===== config.mk =====
export PLATFORM = sky130hd
export DESIGN_NAME = ple_cell
export DESIGN_NICKNAME = d
export VERILOG_FILES = /design/src/sv/ple_pkg.sv /design/src/sv/ple_cell.sv
export SDC_FILE = /design/constraint.sdc
export NUM_CORES = 1
export LEC_CHECK = 0
export ABC_AREA = 1
export BUFFER_PORTS_ARGS = -buffer_cell sky130_fd_sc_hd__buf_2
export CORE_MARGIN = 8
export CORE_UTILIZATION = 42
export DETAILED_ROUTE_END_ITERATION = 16
export PLACE_DENSITY = 0.79
export SLEW_MARGIN = 20
export SYNTH_ARGS = -nofsm -noshare
export SYNTH_HDL_FRONTEND = slang
export SYNTH_SLANG_ARGS = --single-unit

===== constraint.sdc =====
create_clock -name i_clk -period 4.2 [get_ports i_clk]
set_input_delay 1.26 -clock i_clk [delete_from_list [all_inputs] [get_ports i_clk]]
set_output_delay 1.26 -clock i_clk [all_outputs]
set_load 0.02 [all_outputs]

===== src/sv/ple_pkg.sv =====
// ----------------------------------------------------------------------------
// ple_pkg
// widths, codes and shared types of the positional list engine
// ----------------------------------------------------------------------------
package ple_pkg;

    // fixed field widths
    localparam int ACTION_W = 3;
    localparam int POS_W    = 7;
    localparam int VALUE_W  = 32;
    localparam int STATUS_W = 2;
    localparam int COUNT_W  = 7;
    localparam int WIDE_W   = 64;

    // parameter defaults
    localparam int MAX_ENTRIES_DEF = 64;
    localparam int DATA_WIDTH_DEF  = 32;

    // action codes
    localparam logic [ACTION_W-1:0] ACT_INSERT   = 3'd0;
    localparam logic [ACTION_W-1:0] ACT_REMOVE   = 3'd1;
    localparam logic [ACTION_W-1:0] ACT_REPLACE  = 3'd2;
    localparam logic [ACTION_W-1:0] ACT_RETRIEVE = 3'd3;
    localparam logic [ACTION_W-1:0] ACT_CLEAR    = 3'd4;

    // status codes
    localparam logic [STATUS_W-1:0] ST_OK        = 2'd0;
    localparam logic [STATUS_W-1:0] ST_OVERFLOW  = 2'd1;
    localparam logic [STATUS_W-1:0] ST_RANGE     = 2'd2;
    localparam logic [STATUS_W-1:0] ST_UNDERFLOW = 2'd3;

    // per-cycle command broadcast to every cell
    typedef struct packed {
        logic ins;
        logic rem;
        logic wr;
    } t_cell_ctrl;

endpackage


===== src/sv/ple_cell.sv =====
// ----------------------------------------------------------------------------
// ple_cell
// one list slot: holds an entry and trades it with its neighbors on shifts
// ----------------------------------------------------------------------------
module ple_cell #(
    parameter int IDX        = 0,
    parameter int DATA_WIDTH = 32,
    parameter int PW         = 7
) (
    input  logic                   i_clk,
    input  ple_pkg::t_cell_ctrl    i_ctrl,
    input  logic [PW-1:0]          i_pos,
    input  logic [DATA_WIDTH-1:0]  i_value,
    input  logic [DATA_WIDTH-1:0]  i_prev,
    input  logic [DATA_WIDTH-1:0]  i_next,
    output logic [DATA_WIDTH-1:0]  o_data,
    output logic [DATA_WIDTH-1:0]  o_rd
);
    import ple_pkg::*;

    localparam logic [PW-1:0] IDX_W = PW'(IDX);

    logic [DATA_WIDTH-1:0] r_data;
    logic [DATA_WIDTH-1:0] n_data;
    logic                  hit;
    logic                  above;

    assign hit   = (i_pos == IDX_W);
    assign above = (IDX_W > i_pos);

    // slot update: place, shift up, shift down or overwrite
    always_comb begin
        n_data = r_data;
        priority if (i_ctrl.ins && hit) begin
            n_data = i_value;
        end else if (i_ctrl.ins && above) begin
            n_data = i_prev;
        end else if (i_ctrl.rem && (hit || above)) begin
            n_data = i_next;
        end else if (i_ctrl.wr && hit) begin
            n_data = i_value;
        end else begin
            n_data = r_data;
        end
    end

    always_ff @(posedge i_clk) begin
        r_data <= n_data;
    end

    // masked read onto the shared or-bus
    assign o_data = r_data;
    assign o_rd   = hit ? r_data : '0;

endmodule


**Word-level counts from Yosys, hierarchy flattened**

Cells that the tools add are included.

- $add $sub $neg: 0
- Multiply operators: 0
- Div/mod/pow operators: 0
- Magnitude comparators: 1
- Equal/unequal tests: 0
- Shift-type cells: 0
- Muxes and demuxes: 5
- Bitwise gates (word level): 0
- Reductions and logical operators: 7

Operator list:

| cell | count |
|---|---|
| 2-to-1 mux 32 bit | 5 |
| greater-than comparator 1 x 7 -> 1 bit, first input constant | 1 |
| logical NOT 7 bit | 1 |
| logical AND 1 bit | 4 |
| nonzero test 4 bit | 1 |
| logical OR 1 bit | 1 |

- Register bits after elaboration: 32
- Bits in latches: 0
- Bits in writable memories: 0
- ROM bits: 0
- Output and inout bits: 64
- Memories kept: 0

**Logic depth before layout (Yosys ltp)**

Gate-level depths: netlist (run 1).

- Word-level depth: 6
- Depth in mapped cells: 8

**Least setup slack after synthesis (run 1)**

Ideal clock, no wire load.

- Kind: input to register
- Start: in i_pos[6]
- End: reg r_data[0], in the netlist o_data[0] (enable)
- Setup time: 421 ps
- Arrival: 3081 ps
- Required time: 3779 ps
- Slack: 698 ps
- Stages: 5
- Buffers on the path: 0
- Cell sequence: nor2_1 -> nand2_2 -> nor2_8 -> inv_6 -> nor2_1

- Longest elaborated chain between the ends: 4
- Elaborated cells between the ends (all ways): 8

RTL lines:

| item | RTL line | text |
|---|---|---|
| from (decl) | ple_cell.sv:12 | `input logic [PW-1:0] i_pos,` |
| greater-than comparator 1 x 7 -> 1 bit or logical NOT 7 bit (tied branches) | ple_cell.sv:29, ple_cell.sv:28 |  |
| logical OR 1 bit | ple_cell.sv:38 | `end else if (i_ctrl.rem && (hit \|\| above)) begin` |
| logical AND 1 bit | ple_cell.sv:38 |  |
| nonzero test 4 bit (no line) (*) | -- |  |
| to (signal assigned) | ple_cell.sv:48 | `r_data <= n_data;` |
| to (decl) | ple_cell.sv:23 | `logic [DATA_WIDTH-1:0] r_data;` |

Mark *: on every way between the ends. The rest lies on a longest branch, timed or not.
A chain may end at the register's enable or synchronous reset.

**Final worst setup path (run 1)**

- Start: in i_pos[1]
- End: out o_rd[31]

- Longest elaborated chain between the ends: 2

RTL lines:

| item | RTL line | text |
|---|---|---|
| logical NOT 7 bit | ple_cell.sv:28 | `assign hit = (i_pos == IDX_W);` |
| 2-to-1 mux 32 bit | ple_cell.sv:53 | `assign o_rd = hit ? r_data : '0;` |
| to (decl) | ple_cell.sv:17 | `output logic [DATA_WIDTH-1:0] o_rd` |

No other way between the ends.

==> results of run 1 <==
-- path summary, 6_finish.rpt --
path / from / end / slack [ns]
setup / recovery: i_pos[1] / o_rd[31] / 0.65
hold / removal: i_value[3] / o_data[3] / 1.32
-- synthesized netlist by cell type (3+ instances only) --
cell and instances:
nor2_4 31, edfxtp_1 32, nand3_1 32, buf_12 3, nand2_1 67, inv_1 134
buf_6 9, nor2_1 6
-- layout by cell type (no fill, tap or decap), drive strengths merged --
cell type	count
buf	140
clkbuf	5
clkinv	2
edfxtp	32
inv	136
nand2	68
nand3	34
nor2	39
nor3	1
-- layer usage --
metal / vias up / global-route usage, % / wire length [um]
li1: 1156 / - / -
met1: 883 / 15.0 / 2370
met2: 82 / 26.1 / 3170
met3: 7 / 3.96 / 506
met4: 0 / 5.50 / 93
met5: - / 0 / 0
-- power by group through the flow --
| stage | Combinational, uW | Clock, uW | Sequential [uW] |
|---|---|---|---|
| 6_report | 90.1 | 211 | 354 |
| 5_1_grt | 104 | 230 | 354 |
| 4_1_cts | 91.4 | 220 | 354 |
| 3_3_place_gp | 87.8 | 0 | 361 |
| 2_1_floorplan | 47.4 | 0 | 364 |
| 3_5_place_dp | 91.1 | 0 | 361 |
-- critical path, stage by stage --
cell and delay (ns):
buf_2 0.08, inv_1 0.05, nand3_2 0.12, nor2_8 0.05, inv_6 0.45, nor2_1 0.07
buf_2 0.19
-- area by class of cell --
type | instances | area (um^2) | share of cell area [%]
Clock buffer | 5 | 68.8 | 2.15
Clock inverter | 2 | 7.51 | 0.234
Inverter | 136 | 515 | 16.1
Multi-Input combinational cell | 142 | 856 | 26.7
Sequential cell | 32 | 961 | 30.0
Tap cell | 75 | 93.8 | 2.93
Timing Repair Buffer | 140 | 706 | 22.0
-- metrics by stage --
stage	total power [uW]	worst slack [ns]	instance area (um^2)	util (%)	std cells
final	656	0.651	3210	55.2	532
after detailed placement	452	0.637	3130	53.9	525
after global routing	688	0.516	3210	55.2	532
after CTS	666	0.637	3210	55.2	532
after floorplan	411	0.698	2490	-	322
after global placement	449	0.660	3130	53.9	525
-- cells by family after synthesis --
| family | synth area share, % |
|---|---|
| flops | 38.7 |
| simple gates | 34.1 |
| buf+inv | 27.2 |
==> flow_summary.ini, run 1 <==
[grt]
grt-ovfl-total = 0
track_usage_pct = 14.3
antenna_found_initial = 0
grt_pass1_vias = 2191
grt_max_degree = 34
grt_pass1_wl_mm = 10.1

[timing]
max_freq_ghz = 0.282
setup_tns_ns = 0
rsz0062_at_grt = false
relSlewSlack_pct = 42.6
period_needed_ns = 3.55
hold_viol = 0
worst_pin_slew_ns = 0.858
hold_slack_ns = 1.32
final.period_utilization_pct = 84.5
maxSlewViolCount = 0
final-setup-viol-count = 0

[placement]
gp_congestion = 0.800
io_buffers = 138
dp_hpwl_mm = 5.13

[synthesis]
synth.top_cell.area_share_pct = 38.7
synth_cell_type_count = 16
async_flop_share_pct = 0
ys_ff_latch = 32
synth_area_leaders = edfxtp_1 (39%), inv_1 (20%), nor2_4 (14%), nand2_1 (10%), nand3_1 (6.4%)
synth-edff-count = 32
synthCells = 322
syn_area_per_cell_um2 = 7.72
synth_area_um2 = 2490
ys.flop_type = edfxtp_1
yosys_warnings = 0
ys_seq_area_share_pct = 38.7
yosysTopAreaCell = edfxtp_1
synth_fp_nets = 429

[floorplanning]
die_area_um2 = 8640
start_util_pct = 42.7
coreArea_um2 = 5820
num_rows = 28
die_w_um = 92.9
die_h_um = 92.9
io_pins = 171

[pwr]
ir_drop_v = 0.000103
p_leak_uw = 0.00204
power.sequential.fraction_pct = 54.1
clockPowerShare_pct = 32.2
internal-power_uw = 505
combPwrFrac_pct = 13.7
p_switching_uw = 151
powerDensity_nw_per_um2 = 204
swShare_pct = 23.0

[outcome]
status = completed

[drt]
viasPerCell = 4.00
drc_errors = 0
ant_nets = 0
totalWireLength_mm = 6.14
dr.first_iter.drc_count = 65
dr.pass1.iters = 4
wire_per_inst_um = 11.5
vias = 2128

[cts]
clk_path_buf_depth = 2
cts_setup_buffers = 0
path_clk_slew_ns = 0.06
cts_buffers = 5
cts_root_buf = clkbuf_8
htree_levels = 2
cts_hold_buf = 0
cts_resized = 0
clock-sinks = 32
cts_tree = yes

[finish]
n_fill_cell = 582
final_nets = 564
drive_gt1_share_pct = 40.3
diodes = 0
largest_register_ffs = 32
areaGrowthSynthToFinish_pct = 29.0

[critical_path]
end_kind = primary output
crit_type = in2out
cp.required_ns = 2.94
crit_arrival_ns = 2.29
crit_fanout = 33
cp-start-kind = input pin

[flow_run]
cap_viol_max_count = 0

[worst_hold_path]
hold_class = in2reg
whs_path_depth = 5
(Power assumes the default switching activity.)
==> run 2, diff against run 1 <==
clock period = 3.7 ns   (was 4.2 ns; I/O delays follow)
==> run 2 against run 1 <==
  * Utilization grew 0.22 points
  * Sequential cell count is the same
  * Setup slack lost 0.20 ns
  * Power grew 15%
  * Critical path depth is the same
  * Sequential power grew 14%
  * Hold slack lost 0.16 ns
  * Design area grew 0.39%
==> flow_summary.ini, run 2 (synthesis results as in run 1) <==
[outcome]
status = completed

[critical_path]
crit_buf_inv = 4
path_delay_family = buffers and inverters
crit_arrival_ns = 2.14
cpMostUsedCell = buf_2
cp-start-kind = input pin
crit_type = in2out
critical_path.cell_chain = buf_2, inv_1, nand3_2, nor2_8, inv_6, nor2_1, buf_2
cp.required_ns = 2.59
end_kind = primary output
crit_slowest_cell = inv_6
slowest_delay_ns = 0.46
crit_fanout = 33

[drt]
dr.first_iter.drc_count = 71
totalWireLength_mm = 6.29
dr.pass1.iters = 4
viasPerCell = 3.97
ant_nets = 0
drc_errors = 0
vias = 2116
wire_per_inst_um = 11.8

[finish]
areaGrowthSynthToFinish_pct = 29.5
largest_register_ffs = 32
final_nets = 565
diodes = 0
mostFrequentLayoutCell = buf_2
final_design_area_no_fill_um2 = 3220
mostFrequentLayoutCells = buf_2 (138), inv_1 (134), nand2_1 (67)
drive_gt1_share_pct = 40.8

[floorplanning]
num_rows = 28
die_area_um2 = 8640
die_h_um = 92.9
coreArea_um2 = 5820
start_util_pct = 42.7
io_pins = 171
die_w_um = 92.9

[cts]
cts_tree = yes
cts_buffers = 5
cts_hold_buf = 0
path_clk_slew_ns = 0.07
clock-sinks = 32
cts_root_buf = clkbuf_8
htree_levels = 2
cts_resized = 0
cts_setup_buffers = 0
clk_path_buf_depth = 2

[timing]
rsz0062_at_grt = false
max_freq_ghz = 0.308
final-setup-viol-count = 0
hold_viol = 0
relSlewSlack_pct = 57.9
worst_pin_slew_ns = 0.632
maxSlewViolCount = 0
setup_tns_ns = 0
final.period_utilization_pct = 87.8
period_needed_ns = 3.25

[pwr]
p_leak_uw = 0.00205
ir_drop_v = 0.000112
powerDensity_nw_per_um2 = 234

[placement]
io_buffers = 138
dp_hpwl_mm = 5.21
gp_congestion = 0.800
dpl-instance-area_um2 = 3140

[grt]
grt_pass1_wl_mm = 10.2
grt-ovfl-total = 0
track_usage_pct = 14.5
grt_max_degree = 34
met2_usage_pct = 27.4
grt_use_met3_pct = 3.88
grt_pass1_vias = 2206
top_usage_layer = met2
antenna_found_initial = 0
met1_usage_pct = 15.2

[worst_hold_path]
hold_class = in2reg

[flow_run]
cap_viol_max_count = 0
-- run 2: cell types whose count changed in the layout (fill, tap and decap cells not counted), sizes merged --
cell	before	now
buf	140	141
clkinvlp	0	1
clkinv	2	1
-- run 2: where the power goes --
part | leakage [uW] | internal (uW) | switching, uW
clock network | 0.0000400 | 127 | 121
logic | 0.00172 | 47.9 | 55.1
registers | 0.000288 | 401 | 1.04
-- run 2: routing by layer --
| layer | vias up | routed length (um) |
|---|---|---|
| li1 | 1156 | - |
| met1 | 882 | 2510 |
| met2 | 76 | 3270 |
| met3 | 2 | 474 |
| met4 | 0 | 40 |
| met5 | - | 0 |
-- run 2: cell type report --
class	count	area, um^2
multi-input cells	142	856
clock buffers	5	68.8
fillers	566	2590
repair buffers	141	713
clock inverters	2	12.5
flip-flops and latches	32	961
inverters	136	515
well taps	75	93.8
-- run 2: tightest hold or removal path: stages --
cell     delay [ns]
buf_2          0.07
inv_1          0.03
nand2_1        0.05
nand2_1        0.04
inv_1          0.04
-- run 2: stage by stage --
stage,setup WS (ns),hold WS [ns],util [%],power (uW),cells
floorplan,0.348,1.35,-,466,322
CTS,0.428,1.15,55.4,765,533
global route,0.364,1.17,55.4,792,533
detailed placement,0.432,1.45,54.0,514,526
finish,0.450,1.16,55.4,753,533
global placement,0.458,1.44,54.0,510,526
-- run 2: final timing paths --
path	startpoint	to	slack (ns)	depth (start not counted)
hold / removal	i_value[29]	o_data[29]	1.16	5
setup / recovery	i_pos[1]	o_rd[31]	0.45	7
